### src/hdl/dtt_pkg.sv
// Package with the constants, codes and payload types of the deadline timer table.
package dtt_pkg;
  localparam int SLOTS = 32;
  localparam int SLOT_BITS = $clog2(SLOTS);
  localparam int TIME_BITS = 32;
  localparam int IN_DATA_BITS = 72;
  localparam int OUT_DATA_BITS = 40;

  localparam logic [2:0] OP_ADD = 3'd0;
  localparam logic [2:0] OP_DELETE = 3'd1;
  localparam logic [2:0] OP_FIND = 3'd2;
  localparam logic [2:0] OP_EXPIRE = 3'd3;
  localparam logic [2:0] OP_CANCEL = 3'd4;

  localparam logic [2:0] ST_ADDED = 3'd0;
  localparam logic [2:0] ST_KEPT = 3'd1;
  localparam logic [2:0] ST_DELETED = 3'd2;
  localparam logic [2:0] ST_NOT_ARMED = 3'd3;
  localparam logic [2:0] ST_WAIT = 3'd4;
  localparam logic [2:0] ST_EXPIRED = 3'd5;
  localparam logic [2:0] ST_CANCELLED = 3'd6;
  localparam logic [2:0] ST_NONE = 3'd7;

  localparam logic [15:0] LAZY_RESET = 16'd300;
  localparam int MAX_RESULTS = 32;

  typedef logic [TIME_BITS-1:0] time_t;
endpackage

### src/hdl/dtt_ram.sv
// Generic single-port synchronous RAM with a registered read.
module dtt_ram #(
  parameter int WIDTH = 8,
  parameter int DEPTH = 16
) (
  input  logic                     clk,
  input  logic                     we,
  input  logic [$clog2(DEPTH)-1:0] addr,
  input  logic [WIDTH-1:0]         wdata,
  output logic [WIDTH-1:0]         rdata
);
  logic [WIDTH-1:0] mem [DEPTH];

  always_ff @(posedge clk) begin
    if (we) begin
      mem[addr] <= wdata;
    end
    rdata <= mem[addr];
  end
endmodule

### src/hdl/deadline_timer_table_top.sv
// Top level of the deadline timer table: command decode, scan sequencer and result register.
// Add and delete read the slot, then decide and write back. Find takes one full scan;
// expire and cancel take one scan per removed timer plus one final scan, because
// deadlines and cancelable flags sit in one single-port memory read one slot per cycle
// while the armed flags are flip-flops cleared at reset.
// A removed timer is held back until the following scan shows whether it is the final
// one, so its beat leaves with the right last flag.
// A result waits in the output register; the sequencer stalls at the end of a scan while it is not taken.
module deadline_timer_table_top (
  input  logic        clk,
  input  logic        rst_n,
  input  logic        in_tvalid,
  output logic        in_tready,
  // opcode[2:0], slot[7:3], delay_ms[38:8], cancel_ok[39], now_ms[71:40]
  input  logic [dtt_pkg::IN_DATA_BITS-1:0] in_tdata,
  output logic        out_tvalid,
  input  logic        out_tready,
  // status[2:0], slot_out[7:3], wait_ms[38:8], no_timer[39]
  output logic [dtt_pkg::OUT_DATA_BITS-1:0] out_tdata,
  output logic        out_tlast,
  input  logic        cfg_valid,
  output logic        cfg_ready,
  input  logic [15:0] cfg_data
);
  import dtt_pkg::*;

  localparam logic [2:0] S_IDLE = 3'd0;
  localparam logic [2:0] S_RD = 3'd1;
  localparam logic [2:0] S_UPD = 3'd2;
  localparam logic [2:0] S_SCAN = 3'd3;
  localparam logic [2:0] S_DONE = 3'd4;
  localparam logic [2:0] S_EMIT = 3'd5;

  logic [2:0] state_r, state_nxt;
  logic [15:0] lazy_r;
  logic [SLOTS-1:0] armed_r, armed_nxt;
  logic [2:0] op_r;
  logic [4:0] slot_r;
  logic [30:0] delay_r;
  logic cok_r;
  time_t now_r;
  logic [SLOT_BITS:0] idx_r, idx_nxt;
  logic rd_v_r;
  logic [SLOT_BITS-1:0] rd_i_r;
  logic best_v_r, best_v_nxt;
  logic [SLOT_BITS-1:0] best_i_r, best_i_nxt;
  time_t best_k_r, best_k_nxt;
  logic best_c_r, best_c_nxt;
  logic [SLOT_BITS-1:0] pend_i_r, pend_i_nxt;
  logic [5:0] cnt_r, cnt_nxt;
  logic ov_r, ov_nxt;
  logic [OUT_DATA_BITS-1:0] od_r, od_nxt;
  logic ol_r, ol_nxt;

  logic ram_we;
  logic [SLOT_BITS-1:0] ram_addr;
  logic [TIME_BITS:0] ram_wd, ram_rd;

  dtt_ram #(.WIDTH(TIME_BITS + 1), .DEPTH(SLOTS)) u_ram (
    .clk(clk), .we(ram_we), .addr(ram_addr), .wdata(ram_wd), .rdata(ram_rd)
  );

  assign in_tready = (state_r == S_IDLE) && !ov_r;
  assign cfg_ready = 1'b1;
  assign out_tvalid = ov_r;
  assign out_tdata = od_r;
  assign out_tlast = ol_r;

  time_t new_key, diff, rkey, mag, wdiff;
  logic slot_ok;
  logic [SLOT_BITS-1:0] slot_i;
  logic found;

  function automatic logic [OUT_DATA_BITS-1:0] pack(input logic [2:0] st, input logic [4:0] sl,
                                                    input logic [30:0] w, input logic nt);
    pack = {nt, w, sl, st};
  endfunction

  always_comb begin
    state_nxt = state_r;
    armed_nxt = armed_r;
    idx_nxt = idx_r;
    best_v_nxt = best_v_r;
    best_i_nxt = best_i_r;
    best_k_nxt = best_k_r;
    best_c_nxt = best_c_r;
    pend_i_nxt = pend_i_r;
    cnt_nxt = cnt_r;
    ov_nxt = ov_r && !out_tready;
    od_nxt = od_r;
    ol_nxt = ol_r;
    ram_we = 1'b0;
    ram_wd = '0;
    slot_ok = ({1'b0, slot_r} < 6'(SLOTS));
    slot_i = slot_r[SLOT_BITS-1:0];
    ram_addr = (state_r == S_SCAN) ? idx_r[SLOT_BITS-1:0] : slot_i;
    new_key = now_r + TIME_BITS'(delay_r);
    diff = new_key - ram_rd[TIME_BITS-1:0];
    mag = diff[TIME_BITS-1] ? (~diff + 1'b1) : diff;
    if (diff == {1'b1, {(TIME_BITS-1){1'b0}}}) mag = diff;
    rkey = (ram_rd[TIME_BITS-1:0] - now_r) ^ {1'b1, {(TIME_BITS-1){1'b0}}};
    wdiff = best_k_r ^ {1'b1, {(TIME_BITS-1){1'b0}}};
    found = 1'b0;
    case (state_r)
      S_IDLE: begin
        if (in_tvalid && in_tready) begin
          state_nxt = S_RD;
        end
      end
      S_RD: begin
        if (op_r == OP_ADD || op_r == OP_DELETE) begin
          state_nxt = S_UPD;
        end else if (op_r == OP_FIND || op_r == OP_EXPIRE || op_r == OP_CANCEL) begin
          state_nxt = S_SCAN;
          idx_nxt = '0;
          best_v_nxt = 1'b0;
        end else begin
          od_nxt = pack(ST_NONE, 5'd0, 31'd0, 1'b0);
          ol_nxt = 1'b1;
          ov_nxt = 1'b1;
          state_nxt = S_EMIT;
        end
      end
      S_UPD: begin
        ol_nxt = 1'b1;
        ov_nxt = 1'b1;
        state_nxt = S_EMIT;
        if (!slot_ok) begin
          od_nxt = pack(ST_NOT_ARMED, slot_r, 31'd0, 1'b0);
        end else if (op_r == OP_DELETE) begin
          od_nxt = pack(armed_r[slot_i] ? ST_DELETED : ST_NOT_ARMED, slot_r, 31'd0, 1'b0);
          armed_nxt[slot_i] = 1'b0;
        end else begin
          ram_we = 1'b1;
          if (armed_r[slot_i] && (mag < TIME_BITS'(lazy_r))) begin
            ram_wd = {cok_r, ram_rd[TIME_BITS-1:0]};
            od_nxt = pack(ST_KEPT, slot_r, 31'd0, 1'b0);
          end else begin
            ram_wd = {cok_r, new_key};
            armed_nxt[slot_i] = 1'b1;
            od_nxt = pack(ST_ADDED, slot_r, 31'd0, 1'b0);
          end
        end
      end
      S_SCAN: begin
        // Address idx is issued now; data of the previous slot arrives this cycle.
        if (rd_v_r && armed_r[rd_i_r] && (!best_v_r || rkey < best_k_r)) begin
          best_v_nxt = 1'b1;
          best_i_nxt = rd_i_r;
          best_k_nxt = rkey;
          best_c_nxt = ram_rd[TIME_BITS];
        end
        if (idx_r == (SLOT_BITS+1)'(SLOTS)) state_nxt = S_DONE;
        else idx_nxt = idx_r + 1'b1;
      end
      S_DONE: begin
        if (!ov_r || out_tready) begin
          if (op_r == OP_FIND) begin
            od_nxt = pack(ST_WAIT, 5'd0,
                          (best_v_r && !wdiff[TIME_BITS-1])
                            ? ((wdiff > 32'h7FFFFFFF) ? 31'h7FFFFFFF : wdiff[30:0]) : 31'd0,
                          !best_v_r);
            ol_nxt = 1'b1;
            ov_nxt = 1'b1;
            state_nxt = S_EMIT;
          end else begin
            found = best_v_r && (cnt_r != 6'(MAX_RESULTS)) &&
                    ((op_r == OP_EXPIRE) ? (wdiff == '0 || wdiff[TIME_BITS-1]) : best_c_r);
            if (found) begin
              armed_nxt[best_i_r] = 1'b0;
              cnt_nxt = cnt_r + 1'b1;
              pend_i_nxt = best_i_r;
              // Another removal follows, so the one held back is not the final one.
              if (cnt_r != '0) begin
                od_nxt = pack((op_r == OP_EXPIRE) ? ST_EXPIRED : ST_CANCELLED,
                              5'(pend_i_r), 31'd0, 1'b0);
                ol_nxt = 1'b0;
                ov_nxt = 1'b1;
              end
              state_nxt = S_SCAN;
              idx_nxt = '0;
              best_v_nxt = 1'b0;
            end else if (cnt_r == '0) begin
              od_nxt = pack(ST_NONE, 5'd0, 31'd0, 1'b0);
              ol_nxt = 1'b1;
              ov_nxt = 1'b1;
              state_nxt = S_EMIT;
            end else begin
              // The removal held back from the previous scan is the final one.
              od_nxt = pack((op_r == OP_EXPIRE) ? ST_EXPIRED : ST_CANCELLED,
                            5'(pend_i_r), 31'd0, 1'b0);
              ol_nxt = 1'b1;
              ov_nxt = 1'b1;
              state_nxt = S_EMIT;
            end
          end
        end
      end
      S_EMIT: begin
        if (!ov_nxt) state_nxt = S_IDLE;
      end
      default: state_nxt = S_IDLE;
    endcase
  end

  always_ff @(posedge clk) begin
    if (!rst_n) begin
      state_r <= S_IDLE;
      armed_r <= '0;
      ov_r <= 1'b0;
      lazy_r <= LAZY_RESET;
      rd_v_r <= 1'b0;
      cnt_r <= '0;
      best_v_r <= 1'b0;
    end else begin
      state_r <= state_nxt;
      armed_r <= armed_nxt;
      best_v_r <= best_v_nxt;
      rd_v_r <= (state_r == S_SCAN) && (idx_r < (SLOT_BITS+1)'(SLOTS));
      if (cfg_valid && cfg_ready) lazy_r <= cfg_data;
      if (in_tvalid && in_tready) cnt_r <= '0;
      else cnt_r <= cnt_nxt;
      ov_r <= ov_nxt;
    end
  end

  always_ff @(posedge clk) begin
    rd_i_r <= idx_r[SLOT_BITS-1:0];
    idx_r <= idx_nxt;
    best_i_r <= best_i_nxt;
    best_k_r <= best_k_nxt;
    best_c_r <= best_c_nxt;
    pend_i_r <= pend_i_nxt;
    od_r <= od_nxt;
    ol_r <= ol_nxt;
    if (in_tvalid && in_tready) begin
      op_r <= in_tdata[2:0];
      slot_r <= in_tdata[7:3];
      delay_r <= in_tdata[38:8];
      cok_r <= in_tdata[39];
      now_r <= in_tdata[71:40];
    end
  end

`ifndef NO_ASSERTIONS
  a_idle_no_out: assert property (@(posedge clk) disable iff (!rst_n)
    (state_r == S_IDLE) |-> !out_tvalid) else $error("result shown while idle");
  a_scan_stall: assert property (@(posedge clk) disable iff (!rst_n)
    (out_tvalid && !out_tready) |=> $stable(out_tdata)) else $error("held beat changed");
  a_cnt_max: assert property (@(posedge clk) disable iff (!rst_n)
    cnt_r <= 6'(MAX_RESULTS)) else $error("too many removals");
`endif
endmodule

### config.mk
export PLATFORM = sky130hd
export DESIGN_NAME = deadline_timer_table_top
export DESIGN_NICKNAME = d
export VERILOG_FILES = /design/src/hdl/dtt_pkg.sv /design/src/hdl/dtt_ram.sv /design/src/hdl/deadline_timer_table_top.sv
export SDC_FILE = /design/constraint.sdc
export NUM_CORES = 2
export LEC_CHECK = 0
export BUFFER_PORTS_ARGS = -buffer_cell sky130_fd_sc_hd__clkbuf_2
export CAP_MARGIN = 20
export CELL_PAD_IN_SITES_DETAIL_PLACEMENT = 0
export CELL_PAD_IN_SITES_GLOBAL_PLACEMENT = 2
export CORE_MARGIN = 4
export CORE_UTILIZATION = 47
export DETAILED_ROUTE_END_ITERATION = 6
export PLACE_DENSITY_LB_ADDON = 0.1
export SLEW_MARGIN = 20
export SYNTH_ARGS = -nofsm -noshare
export SYNTH_HDL_FRONTEND = slang
export SYNTH_SLANG_ARGS = --single-unit
### constraint.sdc
create_clock -name clk -period 10.5 [get_ports clk]
set_input_delay 0.525 -clock clk [delete_from_list [all_inputs] [get_ports clk]]
set_output_delay 0.525 -clock clk [all_outputs]
set_load 0.005 [all_outputs]
Word-level counts from Yosys, hierarchy flattened:

Memories as Yosys holds them, arrays and structs flattened. A register that Yosys moved wholly into a read port is not among the register bits.
Cells that the tools add are included.

* magnitude comparators: 9
* reduce and logical (&&, ||, !) cells: 37
* add/subtract/negate cells: 6
* equality and inequality tests: 25
* bitwise logic cells: 10
* multiplexer cells: 76

Operators with widths (count)
* $mux 32: 8
* $mux 40: 6
* $pmux 40 s3: 1
* $not 32->32: 3
* $mux 33: 2
* $and 32x32->32: 2
* $pmux 32 s2: 1
* $sub 32x32->32: 2
* $mux 31: 2
* $mux 6: 6
* $add 32x1->32 const B: 1
* $add 32x31->32: 1
* $eq 32x32->1 const B: 1
* $gt 32x31->1 const B: 1
* $logic_not 32->1: 1
* $lt 32x16->1: 1
* $lt 32x32->1: 1
* $or 32x32->32: 1
* $mux 1: 29
* $mux 3: 8
* $ne 2x2->1 const B: 10
* $lt 5x6->1 const B: 3
* $pmux 3 s6: 1
* $pmux 6 s3: 1
* other kinds (31): 70

* bits in writable memories: 1056
* input bits: 93
* flip-flop bits (word level): 227
* memories: 1
* logic and storage cells: 184

Memories
* u_ram.mem: depth 32, bits a word 33, read ports 1, clocked after memory_dff 1, write ports 1, RTL line dtt_ram.sv:12 `logic [WIDTH-1:0] mem [DEPTH];`

Longest topological paths before layout:

* depth in word-level cells: 11
* mapped depth: 44
* gate-level depth less buffers: 40

Modules after synthesis:

Synthesis repeated with hierarchy kept, for this count alone.

* cell total of the unflattened synthesis: 4066
* area, all modules: 58060.7 µm²

Modules (own cells, without submodules)
* dtt_ram: sequential area each 32371.0 µm², area each 40890.5 µm², times used 1, cells an instance 2168
* deadline_timer_table_top: sequential area each 6165.9 µm², area each 17170.2 µm², times used 1, cells an instance 1898

Worst setup path after synthesis:

Ideal clock, no wire load.

* kind: register to register
* from: register now_r[0]
* to: memory u_ram.mem[0][10] in the netlist's numbering (data pin)
* cell stages (with the launch flop): 41
* setup slack: 935 ps
* arrival time: 9179 ps
* data required time: 10115 ps
* path buffers: 4
* setup time: 385 ps
* cell sequence: edfxtp_1 -> ha_1 -> inv_1 -> fa_1 -> nor2b_1 -> o211ai_1 -> a311oi_1 -> o221ai_1 -> o211a_1 -> a21oi_1 -> a21oi_1 -> xnor2_1 -> ha_1 -> clkbuf_1 -> a21o_1 -> a31oi_1 -> a21boi_0 -> a311o_1 -> [... 5 more ...] -> buf_4 -> mux2_2 -> ha_1 -> a21boi_0 -> o21a_1 -> o21ai_0 -> a21oi_1 -> o211ai_1 -> a21boi_0 -> o211ai_1 -> a211oi_1 -> or4bb_1 -> a211oi_1 -> o2111ai_1 -> nor4b_4 -> buf_6 -> buf_6 -> mux2i_1

* cells in the longest elaborated chain, start to end: 11

Ends and longest elaborated chain
* start: declaration: RTL line deadline_timer_table_top.sv:41 `time_t now_r;`
* start signal: assignment: RTL line deadline_timer_table_top.sv:241 `now_r <= in_tdata[71:40];`
* $add 32x31->32 (*): RTL line deadline_timer_table_top.sv:97 `new_key = now_r + TIME_BITS'(delay_r);`
* $sub 32x32->32: RTL line deadline_timer_table_top.sv:98 `diff = new_key - ram_rd[TIME_BITS-1:0];`
* $not 32->32: RTL line deadline_timer_table_top.sv:99 `mag = diff[TIME_BITS-1] ? (~diff + 1'b1) : diff;`
* $add 32x1->32: RTL line deadline_timer_table_top.sv:99
* $mux 32: RTL line deadline_timer_table_top.sv:99
* $mux 32: RTL line deadline_timer_table_top.sv:100 `if (diff == {1'b1, {(TIME_BITS-1){1'b0}}}) mag = diff;`
* $lt 32x16->1: RTL line deadline_timer_table_top.sv:135 `if (armed_r[slot_i] && (mag < TIME_BITS'(lazy_r))) begin`
* $logic_and 1x1->1: RTL line deadline_timer_table_top.sv:135
* $mux 32 (*): RTL line deadline_timer_table_top.sv:135
* $mux 33 (*): RTL line deadline_timer_table_top.sv:130 `end else if (op_r == OP_DELETE) begin`
* $mux 33 (*): RTL line deadline_timer_table_top.sv:104 `case (state_r)`
* via ram_wd[10]: RTL line deadline_timer_table_top.sv:57 `logic [TIME_BITS:0] ram_wd, ram_rd;`
* end: declaration: RTL line dtt_ram.sv:12

The timed path passes the listed nets; every way through them passes the cells marked *.

Worst setup path after layout:

* from: register now_r[0]
* to: memory u_ram.mem[0][0] in the netlist's numbering (data pin)

Same word-level chain as after synthesis.

==> metrics.txt <==
number of buffers created by CTS=140; Syn Area/Cell=15.9 µm²; crit path time final=9.87 ns; placed cell count=5316; CP arrival=10.45 ns; register area share after synthesis=67.0%; post-place setup slack=-0.0230 ns; share of power burned in registers=32.7%; FFs w/ async S/R, synth=0%; Tightest Pin Transition=1.07 ns; drt pass-1 iters=5; Mapped Area=0.0575 mm²; Area Growth Syn to Fin=16.0%; largest net degree at the start of global routing=102; CTS Sinks=1316; GRT overflow=0; crit start category=register; Crit path max-delay family=compound AO/OA/AOI/OAI gates; final hold violation count=0; r2r worst-path depth=42; net count after synthesis=3855; Slew Viols, Final=0; combinational share of power=43.1%; htree depth=4; FILL cells=9665; layout cells sized above 1=21.8%; Clk Latency, worst-skew pair=0.77 ns; core area=0.122 mm²; clock share of power=24.2%; PwrDens=300 mW/mm²; vias in the first global route=34472; Final GP Congestion=0.880; Routed Antenna Nets=0; Cell Int Power=0.0124 W; initial core utilization=47.3%; Tot GR Track Use=26.9%; Remaining DRCs=0; fraction of power spent switching nets=37.9%; kind of critical path=register to register; via/cell ratio=6.19; Die Width=358 µm; library cells used by synthesis=85; hold wc startpoint=in_tdata[17]; post-route setup TNS=0 ns; Clock Skews=0.0257 ns; data required time of the worst path=11.08 ns; root buf cell=clkbuf_16; RR Endpoint=u_ram.mem[0][0]; mean routed wirelength per cell=30.6 µm; Worst path slowest cell=or4bb_1; count leader, synth=edfxtp_1; post-detail-place hpwl=106000 µm; Synth Instances=3615; worst setup margin=0.634 ns; Hold Crit Class=primary input to register; hold slack=0.0572 ns; CTS tree=yes; placed inst area=0.0610 mm²; row count=128; # IOs=137; Main synth FF type=edfxtp_1; slew margin rel.=26.5%; top cells by area, synth=edfxtp_1 (64%), mux4_2 (11%), dfxtp_1 (3.4%); VDD IR-drop max=0.197 mV; Syn. warnings=0; DRT iter0 DRCs=3751; # setup viols final=0; EDFF count, synth=1218; top cell type's share of synthesized area=63.6%; first-pass GRT wire length=245000 µm; die area=0.128 mm²; Static Leak=23.4 nW; post-layout instance area=0.0668 mm²; Tcrit/Tclk final=94.0%; FF-to-FF setup slack=0.63 ns; DRT Wirelength=174000 µm; WHS Path Cells=1; status=finished clean; CP endpoint kind=register; die extent in y=358 µm; top cells by count, synth=edfxtp_1 (1218), mux4_2 (282), nand2_1 (244); Hold Path End=delay_r[9]; area leader, netlist=edfxtp_1; crit path buf inv count=6; initial antenna violation count=9; fmax=101 MHz; #FFs+latches synth=1316; Max FO, Critical Path=32; largest stage delay on the critical path=0.55 ns; Reg-to-Reg Start=now_r[0]; max_cap viols=0; Final #Nets=4175; DR vias=35127; Setup crit start=now_r[0]; Net Sw Power=0.00759 W; Clock Tree Buf Depth=3; filler-free cell count of the finished design=5674; IO Port Bufs=135; Worst-path clk slew=0.06 ns
kinds of logic after synthesis:
kind of cell / count (synthesis) / share of synthesized area, %
DFF: 1316 / 67.0
and+or+nand+nor: 733 / 6.18
AOI/OAI and AO/OA: 636 / 7.60
muxes: 354 / 12.3
buffers and inverters: 333 / 2.26
adders and majority gates: 147 / 3.24
xor gates and xnor gates: 95 / 1.45
other: 1 / 0.00652
timing repair:
item / in CTS / in global routing
pin swaps: 0 / 3
hold buffers: 84 / 0
endpoints found under the hold margin: 84 / 0
setup endpoints to repair: 1057 / 1057
gates cloned: 0 / 5
setup buffers: 0 / 13
resized for setup: 1 / 60
power by group through the flow:
stage,Clock [W],Combinational [W],Sequential (W)
6_report,0.00485,0.00863,0.00654
5_1_grt,0.00517,0.00951,0.00656
4_1_cts,0.00494,0.00859,0.00654
3_5_place_dp,0,0.00851,0.00665
3_3_place_gp,0,0.00848,0.00664
2_1_floorplan,0,0.00607,0.00647
registers in the layout (all words and copies together), names as in the netlist, 6 cells and up, named ones only:
name and cells:
cnt_r 6, best_k_r 32, lazy_r 16, out_tdata 40, delay_r 31, u_ram.rdata 33
now_r 32, idx_r 6, u_ram.mem 1056
worst max path at each step:
stage	endpoint	slack, ns	depth (start not counted)
2_1_floorplan	u_ram.mem[0][10]	0.94	40
3_3_place_gp	out_tdata[0]	0.07	43
3_5_place_dp	u_ram.mem[26][7]	-0.02	43
4_1_cts	u_ram.mem[26][7]	0.20	43
5_1_grt	u_ram.mem[30][10]	-0.03	42
6_report	u_ram.mem[0][0]	0.63	42
per-stage QoR:
step	utilization, %	power, W
finish	54.9	0.0200
global placement	50.1	0.0151
floorplan	-	0.0125
global route	54.9	0.0212
CTS	54.5	0.0201
detailed placement	50.1	0.0152
final cells by class:
type	instances	area, µm²	share of cell area [%]
tap	1625	2030	3.04
clock inverter	60	609	0.913
sequential	1316	38500	57.7
clock buffer	194	3930	5.89
multi-input combinational	1966	18300	27.4
antenna	2	5.00	0.00750
inverter	152	572	0.856
timing repair buffer	359	2780	4.16
cells in the final DEF (no fill, tap or decap), types with 45 or more instances in the layout:
cell type / netlist / layout
edfxtp_1: 1218 / 1218
mux4_2: 282 / 282
nand2_1: 244 / 242
inv_1: 152 / 151
clkbuf_16: 0 / 144
ha_1: 144 / 143
clkbuf_2: 0 / 135
a22oi_1: 122 / 122
nor2_1: 162 / 121
a21oi_1: 123 / 120
dfxtp_1: 98 / 98
buf_4: 3 / 98
dlygate4sd3_1: 0 / 84
o21ai_0: 73 / 73
nand3_1: 68 / 68
xnor2_1: 61 / 61
o211ai_1: 52 / 52
nor4_1: 46 / 45
a21o_1: 45 / 45
layer usage:
| layer | vias to the layer above | share of wire, % | global-route usage (%) |
|---|---|---|---|
| met5 | - | 0.011 | 0 |
| met4 | 2 | 2.9 | 8.31 |
| met3 | 237 | 8.1 | 4.97 |
| met2 | 1610 | 48 | 43.3 |
| met1 | 18222 | 41 | 37.5 |
| li1 | 15056 | - | - |
No activity file was read; power rests on OpenSTA's default activity.
